[config.mk]
export PLATFORM = sky130hd
export DESIGN_NAME = teredo_header_parser_flat
export DESIGN_NICKNAME = d
export VERILOG_FILES = /design/src/rtl/thp_pkg.sv /design/src/rtl/thp_if.sv /design/src/rtl/teredo_header_parser.sv /design/src/flat_wrapper.sv
export SDC_FILE = /design/constraint.sdc
export NUM_CORES = 1
export LEC_CHECK = 0
export BUFFER_PORTS_ARGS = -buffer_cell sky130_fd_sc_hd__clkbuf_2
export CAP_MARGIN = 20
export CORE_ASPECT_RATIO = 0.8
export CORE_UTILIZATION = 50
export DETAILED_ROUTE_END_ITERATION = 10
export GPL_ROUTABILITY_DRIVEN = 1
export GPL_TIMING_DRIVEN = 0
export HOLD_SLACK_MARGIN = 0.1
export MAX_ROUTING_LAYER = met4
export PLACE_DENSITY_LB_ADDON = 0.3
export SYNTH_ARGS = -nofsm -noshare
export SYNTH_HDL_FRONTEND = slang
export SYNTH_SLANG_ARGS = --single-unit
[constraint.sdc]
create_clock -name clk -period 12.8 [get_ports clk]
set_clock_uncertainty 0.15 [all_clocks]
set_input_delay 1.28 -clock clk [delete_from_list [all_inputs] [get_ports clk]]
set_output_delay 1.28 -clock clk [all_outputs]
set_load 0.02 [all_outputs]
[src/rtl/thp_pkg.sv]
// ----------------------------------------------------------------------------
// thp_pkg
// Shared types and constants of the Teredo header parser: the byte item, the
// per-payload summary and the protocol constants used to walk the headers.
// ----------------------------------------------------------------------------
package thp_pkg;

	localparam int COUNT_BITS_DEF = 16;

	// Header layout
	localparam logic [7:0]  AUTH_MARK_HI  = 8'h00;
	localparam logic [7:0]  AUTH_MARK_LO  = 8'h01;
	localparam logic [9:0]  PARKED_END    = 10'h3FF;
	localparam int          AUTH_FIXED    = 4;   // marker plus two length bytes
	localparam int          AUTH_TAIL     = 9;   // nonce plus confirmation byte
	localparam int          FIELD_SPAN    = 8;   // nonce or origin indication
	localparam int          ORIGIN_NH_OFS = 6;   // next header seen right after headers
	localparam int          INNER_NH_OFS  = 14;  // next header after an origin indication
	localparam int          IPV6_HDR_LEN  = 40;
	localparam logic [7:0]  NH_NO_NEXT    = 8'd59;
	localparam logic [3:0]  IPV6_VERSION  = 4'd6;
	localparam logic [15:0] PORT_MASK     = 16'hFFFF;
	localparam logic [31:0] ADDR_MASK     = 32'hFFFFFFFF;

	typedef enum logic [1:0] {
		OUT_SHORT      = 2'd0,
		OUT_AUTH_TRUNC = 2'd1,
		OUT_PARSED     = 2'd2
	} outcome_t;

	typedef struct packed {
		logic [7:0] data_byte;
		logic       end_of_payload;
	} byte_item_t;

	typedef struct packed {
		outcome_t    outcome;
		logic        auth_seen;
		logic [7:0]  client_id_length;
		logic [7:0]  auth_value_length;
		logic [63:0] nonce;
		logic [7:0]  confirmation;
		logic        origin_seen;
		logic [15:0] origin_port;
		logic [31:0] origin_address;
		logic        ipv6_seen;
		logic        bubble;
	} summary_t;

endpackage

[src/rtl/thp_if.sv]
// ----------------------------------------------------------------------------
// thp_if
// Valid/ready channels of the Teredo header parser: the payload byte stream
// and the per-payload summary stream.
// ----------------------------------------------------------------------------
interface thp_byte_if import thp_pkg::*; ();
	logic       valid;
	logic       ready;
	byte_item_t data;

	modport source (output valid, output data, input ready);
	modport sink   (input valid, input data, output ready);
endinterface

interface thp_summary_if import thp_pkg::*; ();
	logic     valid;
	logic     ready;
	summary_t data;

	modport source (output valid, output data, input ready);
	modport sink   (input valid, input data, output ready);
endinterface

[src/rtl/teredo_header_parser.sv]
// ----------------------------------------------------------------------------
// teredo_header_parser
// Walks a UDP payload byte by byte and reports one summary per payload:
// authentication header, origin indication, inner IPv6 version and bubble.
// ----------------------------------------------------------------------------
//
//  channel   direction  payload                          transfer
//  payload   sink       data_byte, end_of_payload        valid && ready
//  summary   source     outcome .. bubble (summary_t)    valid && ready
//
//  One byte is taken per cycle while the input stage is not held; the parse state
//  updates in the single stage between the input register and the summary register.
//  A summary is written to the summary register as the end-marked byte leaves the input stage.
//  arst_n clears the input stage, the summary register and all parse state.
//  While a summary waits, non-final bytes keep flowing; only an end-marked
//  byte that finds the summary register still full holds the input stage.
//
module teredo_header_parser import thp_pkg::*; #(
	parameter int COUNT_BITS = COUNT_BITS_DEF
) (
	input  logic          clk,
	input  logic          arst_n,
	thp_byte_if.sink      payload,
	thp_summary_if.source summary
);

	typedef enum logic [2:0] {
		PH_LEAD     = 3'b001,
		PH_AUTH_LEN = 3'b010,
		PH_BODY     = 3'b100
	} phase_t;

	// One bit of headroom keeps offsets from the header end from wrapping.
	localparam int W = COUNT_BITS + 1;
	localparam logic [COUNT_BITS-1:0] COUNT_MAX = '1;

	// Input stage
	logic       v_s1;
	byte_item_t item_s1;

	// Summary register
	logic     res_v_s2;
	summary_t res_s2;

	// Parse state
	logic [COUNT_BITS-1:0] pos_q;
	phase_t      phase_q;
	logic [7:0]  first_byte_q;
	logic [7:0]  len_hi_q;
	logic [7:0]  len_lo_q;
	logic [9:0]  skip_q;
	logic [63:0] nonce_q;
	logic [7:0]  confirm_q;
	logic [47:0] origin_q;
	logic [9:0]  hdr_end_q;
	logic        auth_q;
	logic        mark_bad_q;
	logic        v6_direct_q;
	logic        v6_after_q;
	logic [7:0]  nh_q;

	// Next-state values for the byte in the input stage
	phase_t      n_phase;
	logic [7:0]  n_first_byte;
	logic [7:0]  n_len_hi;
	logic [7:0]  n_len_lo;
	logic [9:0]  n_skip;
	logic [63:0] n_nonce;
	logic [7:0]  n_confirm;
	logic [47:0] n_origin;
	logic [9:0]  n_hdr_end;
	logic        n_auth;
	logic        n_mark_bad;
	logic        n_v6_direct;
	logic        n_v6_after;
	logic [7:0]  n_nh;
	logic [COUNT_BITS-1:0] n_pos;

	logic     stall_s1;
	logic     adv_s1;
	summary_t res_d;

	// Hold the input stage only when an end-marked byte cannot reach the
	// summary register.
	always_comb begin
		stall_s1      = v_s1 && item_s1.end_of_payload && res_v_s2 && !summary.ready;
		adv_s1        = v_s1 && !stall_s1;
		payload.ready = !stall_s1;
		summary.valid = res_v_s2;
		summary.data  = res_s2;
	end

	// Per-byte header walk; positions are relative to the current header end.
	always_comb begin
		logic [7:0]   b;
		logic         v6_nib;
		logic         mark_ok;
		logic [W-1:0] p_w;
		logic [W-1:0] he_w;
		logic [W-1:0] sk_w;

		b      = item_s1.data_byte;
		v6_nib = (b[7:4] == IPV6_VERSION);
		p_w    = W'(pos_q);
		he_w   = W'(hdr_end_q);
		sk_w   = W'(skip_q);

		n_phase      = phase_q;
		n_first_byte = first_byte_q;
		n_len_hi     = len_hi_q;
		n_len_lo     = len_lo_q;
		n_skip       = skip_q;
		n_nonce      = nonce_q;
		n_confirm    = confirm_q;
		n_origin     = origin_q;
		n_hdr_end    = hdr_end_q;
		n_auth       = auth_q;
		n_mark_bad   = mark_bad_q;
		n_v6_direct  = v6_direct_q;
		n_v6_after   = v6_after_q;
		n_nh         = nh_q;

		// Origin indication and inner packet
		if (p_w >= he_w && p_w < he_w + W'(FIELD_SPAN)) begin
			n_origin = {origin_q[39:0], b};
		end
		if ((p_w == he_w || p_w == he_w + W'(1)) && b != 8'd0) begin
			n_mark_bad = 1'b1;
		end
		mark_ok = !n_mark_bad;
		if (p_w == he_w && v6_nib) begin
			n_v6_direct = 1'b1;
		end
		if (p_w == he_w + W'(FIELD_SPAN) && mark_ok && v6_nib) begin
			n_v6_after = 1'b1;
		end
		if (p_w == he_w + W'(ORIGIN_NH_OFS) && !mark_ok) begin
			n_nh = b;
		end
		if (p_w == he_w + W'(INNER_NH_OFS) && mark_ok) begin
			n_nh = b;
		end

		// Authentication body: nonce and confirmation
		if (auth_q && phase_q == PH_BODY) begin
			if (p_w >= sk_w && p_w < sk_w + W'(FIELD_SPAN)) begin
				n_nonce = {nonce_q[55:0], b};
			end
			if (p_w == sk_w + W'(FIELD_SPAN)) begin
				n_confirm = b;
			end
		end

		// Lead-in and authentication lengths
		if (p_w == W'(0)) begin
			n_first_byte = b;
		end else if (p_w == W'(1)) begin
			if (first_byte_q == AUTH_MARK_HI && b == AUTH_MARK_LO) begin
				n_auth    = 1'b1;
				n_hdr_end = PARKED_END;
				n_phase   = PH_AUTH_LEN;
			end else begin
				n_phase = PH_BODY;
			end
		end else if (auth_q && phase_q == PH_AUTH_LEN) begin
			if (p_w == W'(2)) begin
				n_len_hi = b;
			end else if (p_w == W'(3)) begin
				// Lengths known: move the header end past the skipped bytes and
				// restart the origin and inner checks from there.
				n_len_lo    = b;
				n_skip      = 10'(AUTH_FIXED) + 10'(len_hi_q) + 10'(b);
				n_hdr_end   = n_skip + 10'(AUTH_TAIL);
				n_origin    = '0;
				n_mark_bad  = 1'b0;
				n_v6_direct = 1'b0;
				n_v6_after  = 1'b0;
				n_nh        = '0;
				n_phase     = PH_BODY;
			end
		end

		// Saturate the byte counter.
		n_pos = (pos_q != COUNT_MAX) ? pos_q + COUNT_BITS'(1) : pos_q;
	end

	// Summary for an end-marked byte, from the updated state.
	always_comb begin
		logic [W-1:0] len_w;
		logic [W-1:0] base_w;
		logic [W-1:0] ip_start_w;
		logic         auth_r;
		logic         trunc;
		logic         origin;
		logic         v6;

		len_w      = (pos_q == COUNT_MAX) ? W'(COUNT_MAX) : W'(pos_q) + W'(1);
		auth_r     = n_auth && len_w >= W'(AUTH_FIXED);
		trunc      = len_w < W'(n_skip) + W'(AUTH_TAIL);
		base_w     = auth_r ? W'(n_hdr_end) : '0;
		origin     = !n_mark_bad && len_w >= base_w + W'(FIELD_SPAN);
		ip_start_w = origin ? base_w + W'(FIELD_SPAN) : base_w;
		v6         = origin ? n_v6_after : n_v6_direct;

		res_d         = '0;
		res_d.outcome = OUT_SHORT;
		if (len_w >= W'(2)) begin
			res_d.outcome = OUT_PARSED;
			if (auth_r) begin
				res_d.auth_seen         = 1'b1;
				res_d.client_id_length  = n_len_hi;
				res_d.auth_value_length = n_len_lo;
			end
			if (auth_r && trunc) begin
				res_d.outcome = OUT_AUTH_TRUNC;
			end else begin
				if (auth_r) begin
					res_d.nonce        = n_nonce;
					res_d.confirmation = n_confirm;
				end
				if (origin) begin
					// Port and address travel inverted on the wire.
					res_d.origin_seen    = 1'b1;
					res_d.origin_port    = n_origin[47:32] ^ PORT_MASK;
					res_d.origin_address = n_origin[31:0] ^ ADDR_MASK;
				end
				if (v6) begin
					res_d.ipv6_seen = 1'b1;
					res_d.bubble    = (n_nh == NH_NO_NEXT) &&
						(len_w == ip_start_w + W'(IPV6_HDR_LEN));
				end
			end
		end
	end

	// Input stage: load whenever the stage is free or moving on.
	always_ff @(posedge clk or negedge arst_n) begin
		if (!arst_n) begin
			v_s1 <= 1'b0;
		end else if (payload.ready) begin
			v_s1 <= payload.valid;
		end
	end

	always_ff @(posedge clk) begin
		if (payload.ready) begin
			item_s1 <= payload.data;
		end
	end

	// Summary register: fill on an end-marked byte, drop on transfer.
	always_ff @(posedge clk or negedge arst_n) begin
		if (!arst_n) begin
			res_v_s2 <= 1'b0;
		end else if (adv_s1 && item_s1.end_of_payload) begin
			res_v_s2 <= 1'b1;
		end else if (summary.ready) begin
			res_v_s2 <= 1'b0;
		end
	end

	always_ff @(posedge clk) begin
		if (adv_s1 && item_s1.end_of_payload) begin
			res_s2 <= res_d;
		end
	end

	// Parse state: advance per byte, return to start after each payload.
	always_ff @(posedge clk or negedge arst_n) begin
		if (!arst_n) begin
			pos_q        <= '0;
			phase_q      <= PH_LEAD;
			first_byte_q <= '0;
			len_hi_q     <= '0;
			len_lo_q     <= '0;
			skip_q       <= '0;
			nonce_q      <= '0;
			confirm_q    <= '0;
			origin_q     <= '0;
			hdr_end_q    <= '0;
			auth_q       <= 1'b0;
			mark_bad_q   <= 1'b0;
			v6_direct_q  <= 1'b0;
			v6_after_q   <= 1'b0;
			nh_q         <= '0;
		end else if (adv_s1) begin
			if (item_s1.end_of_payload) begin
				pos_q        <= '0;
				phase_q      <= PH_LEAD;
				first_byte_q <= '0;
				len_hi_q     <= '0;
				len_lo_q     <= '0;
				skip_q       <= '0;
				nonce_q      <= '0;
				confirm_q    <= '0;
				origin_q     <= '0;
				hdr_end_q    <= '0;
				auth_q       <= 1'b0;
				mark_bad_q   <= 1'b0;
				v6_direct_q  <= 1'b0;
				v6_after_q   <= 1'b0;
				nh_q         <= '0;
			end else begin
				pos_q        <= n_pos;
				phase_q      <= n_phase;
				first_byte_q <= n_first_byte;
				len_hi_q     <= n_len_hi;
				len_lo_q     <= n_len_lo;
				skip_q       <= n_skip;
				nonce_q      <= n_nonce;
				confirm_q    <= n_confirm;
				origin_q     <= n_origin;
				hdr_end_q    <= n_hdr_end;
				auth_q       <= n_auth;
				mark_bad_q   <= n_mark_bad;
				v6_direct_q  <= n_v6_direct;
				v6_after_q   <= n_v6_after;
				nh_q         <= n_nh;
			end
		end
	end

endmodule

[src/flat_wrapper.sv]
// flat-port wrapper written by rule: the top's interface ports become plain ports
module teredo_header_parser_flat import thp_pkg::*;
#(
	parameter int COUNT_BITS = COUNT_BITS_DEF
)
  (clk, arst_n, payload_valid, payload_data, payload_ready, summary_valid, summary_data, summary_ready);
  thp_byte_if payload_i ();
  thp_summary_if summary_i ();
  input  logic clk;
  input  logic arst_n;
  input wire logic [$bits(payload_i.valid)-1:0] payload_valid;
  input wire logic [$bits(payload_i.data)-1:0] payload_data;
  output wire logic [$bits(payload_i.ready)-1:0] payload_ready;
  output wire logic [$bits(summary_i.valid)-1:0] summary_valid;
  output wire logic [$bits(summary_i.data)-1:0] summary_data;
  input wire logic [$bits(summary_i.ready)-1:0] summary_ready;
  assign payload_i.valid = payload_valid;
  assign payload_i.data = payload_data;
  assign payload_ready = payload_i.ready;
  assign summary_valid = summary_i.valid;
  assign summary_data = summary_i.data;
  assign summary_i.ready = summary_ready;
  teredo_header_parser #(.COUNT_BITS(COUNT_BITS)) u_core (.clk(clk), .arst_n(arst_n), .payload(payload_i), .summary(summary_i));
endmodule
==> results of run 1 <==
==> metrics by stage <==
step / cell area (µm²) / setup WS [ps]
6_report: 21610 / 4109
5_1_grt: 21610 / 3698
4_1_cts: 21600 / 4244
3_5_place_dp: 20450 / 4285
3_3_place_gp: 20310 / 2095
2_1_floorplan: 18920 / 4708
==> per-layer routing <==
layer / track usage [%] / up-vias / part of all wire [%]
met5: - / - / 0
met3: 6.305 / 98 / 9.2
met1: 42.57 / 7632 / 46
li1: - / 7116 / -
met2: 40.34 / 706 / 42
met4: 8.536 / 0 / 2.7
==> cell families (layout without fill, tap and decap cells) <==
logic type	count (synthesis)	count (layout)
buffers and inverters	170	400
AO/OA/AOI/OAI	526	526
flip-flops	348	348
multiplexers	63	63
adder cells (fa/ha/maj)	82	82
AND/OR/NAND/NOR	555	555
XOR/XNOR	77	77
==> state kept, by name, summed over array words and instances, names as in the netlist, 3 cells and up <==
name                 cells
u_core.confirm_q         8
u_core.len_hi_q          8
u_core.hdr_end_q        10
u_core.pos_q            16
u_core.summary.data    142
u_core.item_s1           9
u_core.phase_q           3
u_core.nh_q              8
u_core.skip_q           10
u_core.first_byte_q      8
u_core.origin_q         48
u_core.len_lo_q          8
u_core.nonce_q          64
==> worst max path at each step <==
stage	depth (start not counted)	slack, ps	from	endpoint
2_1_floorplan	2	4710	summary_ready	u_core.summary.data[0]$_SDFFCE_PP0P_
3_3_place_gp	3	2100	summary_ready	u_core.summary.data[117]$_SDFFCE_PP0P_
3_5_place_dp	30	4280	u_core.pos_q[1]$_DFFE_PN0P_	u_core.summary.data[0]$_SDFFCE_PP0P_
4_1_cts	30	4240	u_core.pos_q[1]$_DFFE_PN0P_	u_core.summary.data[0]$_SDFFCE_PP0P_
5_1_grt	30	3700	u_core.pos_q[1]$_DFFE_PN0P_	u_core.summary.data[0]$_SDFFCE_PP0P_
6_report	30	4110	u_core.pos_q[1]$_DFFE_PN0P_	u_core.summary.data[0]$_SDFFCE_PP0P_
==> cell type report <==
type / count / area, µm² / share of cell area (%)
Clock buffer: 49 / 1012 / 4.684
Buffer: 121 / 500.5 / 2.316
Tap cell: 487 / 609.3 / 2.820
Inverter: 49 / 188.9 / 0.8743
Multi-Input combinational cell: 1303 / 8783 / 40.65
Timing Repair Buffer: 163 / 912.1 / 4.221
Clock inverter: 18 / 136.4 / 0.6312
Sequential cell: 348 / 9465 / 43.80
==> critical path, delay by kind of cell, from the launching register on <==
family	cells	cell delay, ps
compound gates	6	1600
xor+xnor	3	540
buf+inv	3	750
fa+ha+maj	4	1490
simple gates	14	3360
flops	1	650
==> report_power, final <==
part	internal [mW]	leakage [nW]	total [mW]	switching [mW]
clock	0.583	0.566	1.04	0.460
combinational	0.126	4.26	0.346	0.220
sequential	1.22	4.15	1.26	0.0426
total	1.93	8.97	2.65	0.723
==> placed cells by master, fill, tap and decap left out, types with 16 or more instances in the layout <==
cell type	n
a21oi_1	177
a22o_1	143
and3_1	16
buf_2	16
clkbuf_1	107
clkbuf_16	38
clkbuf_2	155
dfrtp_1	196
edfxtp_1	151
ha_1	81
inv_1	48
mux2_2	49
nand2_1	244
nand3_1	34
nand4_1	23
nor2_1	97
nor3_1	23
nor4_1	20
o21a_1	16
o21ai_0	79
xnor2_1	48
xor2_1	28
==> qor.csv, run 1 <==
metric;value;unit
Synth top area share;25.93;%
# Max-Cap Violations;0;
Worst Tran Pin Value;1175;ps
Critical R2R Capture;u_core.summary.data[0]$_SDFFCE_PP0P_;
area added between synthesis and finish;14.22;%
Clock Pin Slew Worst Setup and Hold Paths;60;ps
Die Y;176.0;µm
Rel. slew slack;20.81;%
Fin Setup TNS;0;ps
# IOs;157;
FF-to-FF path depth;30;
GRT overflow;0;
Min Hold Slack;326.8;ps
Worst Hold Class;reg -> reg;
routed wire length;54480;µm
Syn Area/Cell;10.39;µm²
final hold violations;0;
Worst path slowest cell;dfrtp_1;
number of synthesized flops with an enable pin;151;
Bufs on Longest Clock Path;3;
worst hold path stage count;2;
vias in the first global route;14680;
Layout Utilization;58.20;%
Synth Instances;1821;
Post-synth ARST share;56.61;%
worst-skew pair later-pin latency;540;ps
Hold EP;u_core.nh_q[5]$_DFFE_PN0P_;
startpoint types;flop;
antenna violations before repair;0;
fin nets;2118;
DRT antenna net count;0;
top post-synthesis cells by area;dfrtp_1 (26%), edfxtp_1 (24%), a22o_1 (6.6%), ha_1 (5.4%), nand2_1 (4.8%);
# port buffers;156;
Ys Warns;0;
largest net degree at the start of global routing;112;
CORE AREA;37130;µm²
Worst path most repeated cell;ha_1;
critical path class;reg -> reg;
Adder-Cell Fraction of Synth Area;5.463;%
CP Max Fanout;10;
DRT Pass-1 Iters;5;
CP Data Arrival Time;8950;ps
Worst path max stage delay;650;ps
routed vias;15550;
Synth Cell Area;18920;µm²
Tcrit/Tclk final;67.90;%
Synth Area in Simple Gates;14.50;%
Final Setup Violations;0;
FMAX;115.1;MHz
DR iter-0 viols;1772;
All-Layer GR Usage;29.11;%
status;completed;
routed length per placed instance;21.47;µm
Compound-Gate Fraction of Synth Area;19.06;%
Worst IR Drop VDD;0.09908;mV
Yosys reg bits;348;
Main synth FF type;dfrtp_1;
total power;2.652;mW
top post-synthesis cells by count;nand2_1 (244), dfrtp_1 (196), a21oi_1 (177);
area leader, netlist;dfrtp_1;
count leader, synth;nand2_1;
routability congestion estimate;0.9680;
share of layout cells above drive strength 1;16.67;%
min cycle time layout;8691;ps
Post-route DRC;0;
number of vias per cell;6.128;
first-pass GRT wire length;84060;µm
Synth Area in XOR/XNOR;3.638;%
LEAKAGE;8.970;nW
post_cts resized;0;
launch point of the worst reg-to-reg path;u_core.pos_q[1]$_DFFE_PN0P_;
P per Cell Area;122.7;nW/µm²
cts hold-fix bufs;0;
WP data required;13060;ps
Fillers;3184;
R2R Setup Slk;4110;ps
Die Wd;219.5;µm
CTS tree;done;
register area share after synthesis;50.03;%
ant diodes;0;
clk root buf;clkbuf_16;
die area;38620;µm²
Setup crit end kind;flop;
DP Cell Count;2470;
syn nets;1916;
HP Start;u_core.nh_q[5]$_DFFE_PN0P_;
RSZ-0062 raised after global routing;no;
mux contribution to synthesized area;3.657;%
number of sinks on the clock net;348;
Post-DP HPWL;39650;µm
Initial Utilization;50.96;%
Layout Cells excl Fill;2538;
H-tree levels;2;
Yosys cell types;102;
total CTS buffers;37;
Slew Viols, Final;0;
largest family of logic cells by synthesized area;compound AO/OA/AOI/OAI gates;
FP Rows;63;
postcts setup bufs;0;
Power figures use the tool's default switching activity.
==> run 2: changes to the inputs <==
- clock period: 12.8 -> 7.2 ns (I/O delays scaled with it)
==> qor.csv, run 2 (synthesis results as in run 1) <==
metric;value;unit
min cycle time layout;6964;ps
FP Rows;63;
DR iter-0 viols;1636;
CTS tree;done;
antenna violations before repair;0;
Worst path max stage delay;640;ps
startpoint types;flop;
number of vias per cell;6.130;
FF-to-FF path depth;25;
routability congestion estimate;0.9604;
area added between synthesis and finish;15.99;%
GRT overflow;0;
most frequent cells in the layout;nand2_1 (242), dfrtp_1 (186), a21oi_1 (177);
total CTS buffers;36;
LEAKAGE;9.114;nW
Worst Hold Class;in -> async;
All-Layer GR Usage;29.02;%
Fin Setup TNS;0;ps
pre-CTS setup slack;-1312;ps
P per Cell Area;217.7;nW/µm²
Multi-input gate area;8921;µm²
number of sinks on the clock net;348;
vias in the first global route;14690;
DRT antenna net count;0;
R2R Setup Slk;240;ps
delay-heaviest family, CP;buffers and inverters;
routed vias;15650;
CORE AREA;37130;µm²
# IOs;157;
status;completed;
Min Hold Slack;44.58;ps
WP data required;7470;ps
cts hold-fix bufs;0;
Final Setup Violations;0;
# Max-Cap Violations;0;
worst setup path end;u_core.summary.data[0]$_SDFFCE_PP0P_;
Worst Slack Setup Final;236.5;ps
Clock Pin Slew Worst Setup and Hold Paths;60;ps
dpl cell area;20460;µm²
final hold violations;0;
critical path class;reg -> reg;
Bufs on Longest Clock Path;3;
routed length per placed instance;21.29;µm
critical path depth;25;
CP Data Arrival Time;7230;ps
FF+latch area;9478;µm²
Layout Cells excl Fill;2553;
Setup crit end kind;flop;
CP Max Fanout;10;
Rel. slew slack;27.39;%
share of layout cells above drive strength 1;18.68;%
Crit path buffers/inverters;6;
Post-DP HPWL;39290;µm
Die Y;176.0;µm
Worst path slowest cell;clkbuf_1;
Worst IR Drop VDD;0.2290;mV
DP Cell Count;2472;
commonest non-fill, non-tap cell in the layout;nand2_1;
clk root buf;clkbuf_16;
fin area;21940;µm²
fin nets;2133;
Worst Tran Pin Value;1078;ps
Post-route DRC;0;
Fillers;3104;
Initial Utilization;50.96;%
# port buffers;156;
worst-skew pair later-pin latency;550;ps
Die Wd;219.5;µm
worst setup path startpoint;u_core.pos_q[0]$_DFFE_PN0P_;
Slew Viols, Final;0;
max FFs per register;142;
routed wire length;54360;µm
ant diodes;0;
Tcrit/Tclk final;96.72;%
Critical R2R Capture;u_core.summary.data[0]$_SDFFCE_PP0P_;
launch point of the worst reg-to-reg path;u_core.pos_q[0]$_DFFE_PN0P_;
H-tree levels;2;
DRT Pass-1 Iters;6;
first-pass GRT wire length;84060;µm
FMAX;143.6;MHz
die area;38620;µm²
largest net degree at the start of global routing;106;
-- run 2: how the worst min path moves through the flow --
stage	startpoint	end	slack [ps]	cells after the start
2_1_floorplan	arst_n	u_core.auth_q$_DFFE_PN0P_	270	0
3_3_place_gp	u_core.nh_q[0]$_DFFE_PN0P_	u_core.nh_q[0]$_DFFE_PN0P_	310	2
3_5_place_dp	u_core.nh_q[5]$_DFFE_PN0P_	u_core.nh_q[5]$_DFFE_PN0P_	310	2
4_1_cts	arst_n	u_core.skip_q[7]$_DFFE_PN0P_	120	1
5_1_grt	arst_n	u_core.skip_q[9]$_DFFE_PN0P_	130	1
6_report	arst_n	u_core.skip_q[7]$_DFFE_PN0P_	40	1
-- run 2: repair_timing --
action	4_1_cts	5_1_grt
buffers inserted	7	10
endpoints found under the setup margin	51	81
pin swaps	5	7
gates cloned	0	0
gates resized for setup	28	21
-- run 2: through the flow --
step	total power, mW	utilization (%)
finish	4.777	59.10
global route	4.931	59.10
CTS	4.787	58.74
detailed placement	2.885	55.11
global placement	2.871	54.71
floorplan	2.672	-
-- run 2: cell type report --
type                            instances  share of cell area (%)
Timing Repair Buffer                  181                   4.772
Sequential cell                       348                   43.19
Clock inverter                         23                   1.163
Inverter                               49                  0.8610
Clock buffer                           43                   4.225
Buffer                                119                   2.355
Multi-Input combinational cell       1303                   40.65
Tap cell                              487                   2.777
-- run 2: power breakdown --
group,internal [mW],total (mW),switching (mW),leakage (nW)
combinational,0.235,0.638,0.403,4.41
clock,1.08,1.90,0.821,0.576
sequential,2.17,2.24,0.0699,4.13
total,3.48,4.78,1.29,9.11
-- run 2: metal layers --
| metal | wire, µm | global-route usage [%] | up-vias |
|---|---|---|---|
| met5 | 0 | - | - |
| met4 | 1285 | 7.494 | 0 |
| met3 | 4799 | 5.237 | 97 |
| met2 | 23060 | 40.21 | 766 |
| met1 | 25210 | 43.52 | 7642 |
| li1 | - | - | 7144 |
==> run 3: changes to the inputs <==
- CELL_PAD_IN_SITES_DETAIL_PLACEMENT: default -> 1
- CELL_PAD_IN_SITES_GLOBAL_PLACEMENT: default -> 2
- CORE_UTILIZATION: 50 -> 36
==> qor.csv, run 3 (synthesis results as in run 1) <==
metric;value;unit
Worst Slack Setup Final;67.18;ps
critical path class;reg -> reg;
fin nets;2145;
max FFs per register;142;
Post-DP HPWL;46990;µm
final hold violations;0;
delay-heaviest family, CP;simple AND/OR/NAND/NOR gates;
largest net degree at the start of global routing;70;
status;completed;
commonest non-fill, non-tap cell in the layout;nand2_1;
Critical R2R Capture;u_core.summary.data[0]$_SDFFCE_PP0P_;
HP Start;payload_data[1];
FF-to-FF path depth;30;
CTS tree;done;
Post-route DRC;0;
Fillers;5786;
Rel. slew slack;21.41;%
WP data required;7470;ps
Worst path slowest cell;dfrtp_2;
RSZ-0062 raised after global routing;yes;
worst setup path startpoint;u_core.pos_q[2]$_DFFE_PN0P_;
pre-CTS setup slack;-1723;ps
critical path depth;30;
routed vias;15700;
routed length per placed instance;23.17;µm
Die Wd;258.3;µm
first-pass GRT wire length;98500;µm
DR iter-0 viols;1063;
DRT Pass-1 Iters;5;
CP Data Arrival Time;7410;ps
Die Y;207.0;µm
Worst path most repeated cell;nand2_1;
# IOs;157;
antenna violations before repair;0;
Hold EP;u_core.item_s1[1]$_DFFE_PN_;
area added between synthesis and finish;18.33;%
Worst Hold Class;in -> reg;
die area;53480;µm²
R2R Setup Slk;70;ps
clk root buf;clkbuf_16;
CP Max Fanout;10;
launch point of the worst reg-to-reg path;u_core.pos_q[2]$_DFFE_PN0P_;
Worst IR Drop VDD;0.1908;mV
worst-skew pair later-pin latency;570;ps
routability congestion estimate;0.9069;
vias in the first global route;16110;
most frequent cells in the layout;nand2_1 (242), dfrtp_1 (186), a21oi_1 (175);
CORE AREA;51480;µm²
min cycle time layout;7133;ps
total CTS buffers;39;
GRT overflow;0;
P per Cell Area;216.4;nW/µm²
H-tree levels;2;
startpoint types;flop;
Slew Viols, Final;0;
Worst path max stage delay;540;ps
share of layout cells above drive strength 1;19.32;%
FMAX;140.2;MHz
# Max-Cap Violations;0;
LEAKAGE;9.203;nW
Initial Utilization;36.75;%
Worst Tran Pin Value;1166;ps
Final Setup Violations;0;
Bufs on Longest Clock Path;3;
Tcrit/Tclk final;99.07;%
worst hold path stage count;1;
# port buffers;156;
All-Layer GR Usage;24.51;%
Setup crit end kind;flop;
FP Rows;74;
Crit path buffers/inverters;4;
Clock Pin Slew Worst Setup and Hold Paths;60;ps
number of sinks on the clock net;348;
Layout Utilization;43.48;%
routed wire length;64070;µm
number of vias per cell;5.678;
DRT antenna net count;0;
ant diodes;0;
## run 3: what timing repair did
| item | in CTS | in global routing |
|---|---|---|
| hold buffers | 1 | 0 |
| hold endpoints to repair | 29 | 0 |
| gates resized for setup | 43 | 16 |
| cloned | 0 | 0 |
| buffers inserted | 14 | 7 |
| pin swaps | 6 | 5 |
| setup endpoints to repair | 123 | 81 |
## run 3: routing by layer
layer,track usage [%],part of all wire [%],up-vias
li1,-,-,7155
met1,36.29,49,8081
met2,35.36,43,392
met3,3.304,5.6,73
met4,5.427,1.7,0
met5,-,0,-
## run 3: stage by stage
stage / hold WS (ps) / cells / setup TNS, ps / total power [mW] / area (µm²)
final: 182.1 / 2765 / 0 / 4.844 / 22390
after global placement: 306.5 / 2661 / -108050 / 2.903 / 20560
after detailed placement: 315.9 / 2670 / -83790 / 2.926 / 20780
after global routing: 164.1 / 2765 / -77.52 / 5.008 / 22390
after CTS: 154.2 / 2756 / 0 / 4.877 / 22260
after floorplan: 274.4 / 1821 / 0 / 2.672 / 18920
## run 3: report_power, final
part           internal, mW  leakage (nW)  switching [mW]
Combinational         0.246          4.50           0.434
Clock                  1.05         0.573           0.868
Sequential             2.17          4.13          0.0741
Total                  3.47          9.20            1.38
## run 3: worst max-delay path by stage
stage | endpoint | slack [ps]
after floorplan | u_core.summary.data[0]$_SDFFCE_PP0P_ | 530
after global placement | u_core.summary.data[0]$_SDFFCE_PP0P_ | -1590
after detailed placement | u_core.summary.data[0]$_SDFFCE_PP0P_ | -1720
after CTS | u_core.summary.data[0]$_SDFFCE_PP0P_ | 3
after global routing | u_core.summary.data[0]$_SDFFCE_PP0P_ | -80
final | u_core.summary.data[0]$_SDFFCE_PP0P_ | 70
## run 3: layout make-up
class	count	area, µm²	share of cell area (%)
Clock inverter	15	117.6	0.5254
Tap cell	684	855.8	3.823
Buffer	119	526.8	2.353
Inverter	49	192.7	0.8608
Clock buffer	57	1075	4.801
Timing Repair Buffer	190	1175	5.248
Multi-Input combinational cell	1303	8965	40.05
Sequential cell	348	9478	42.34
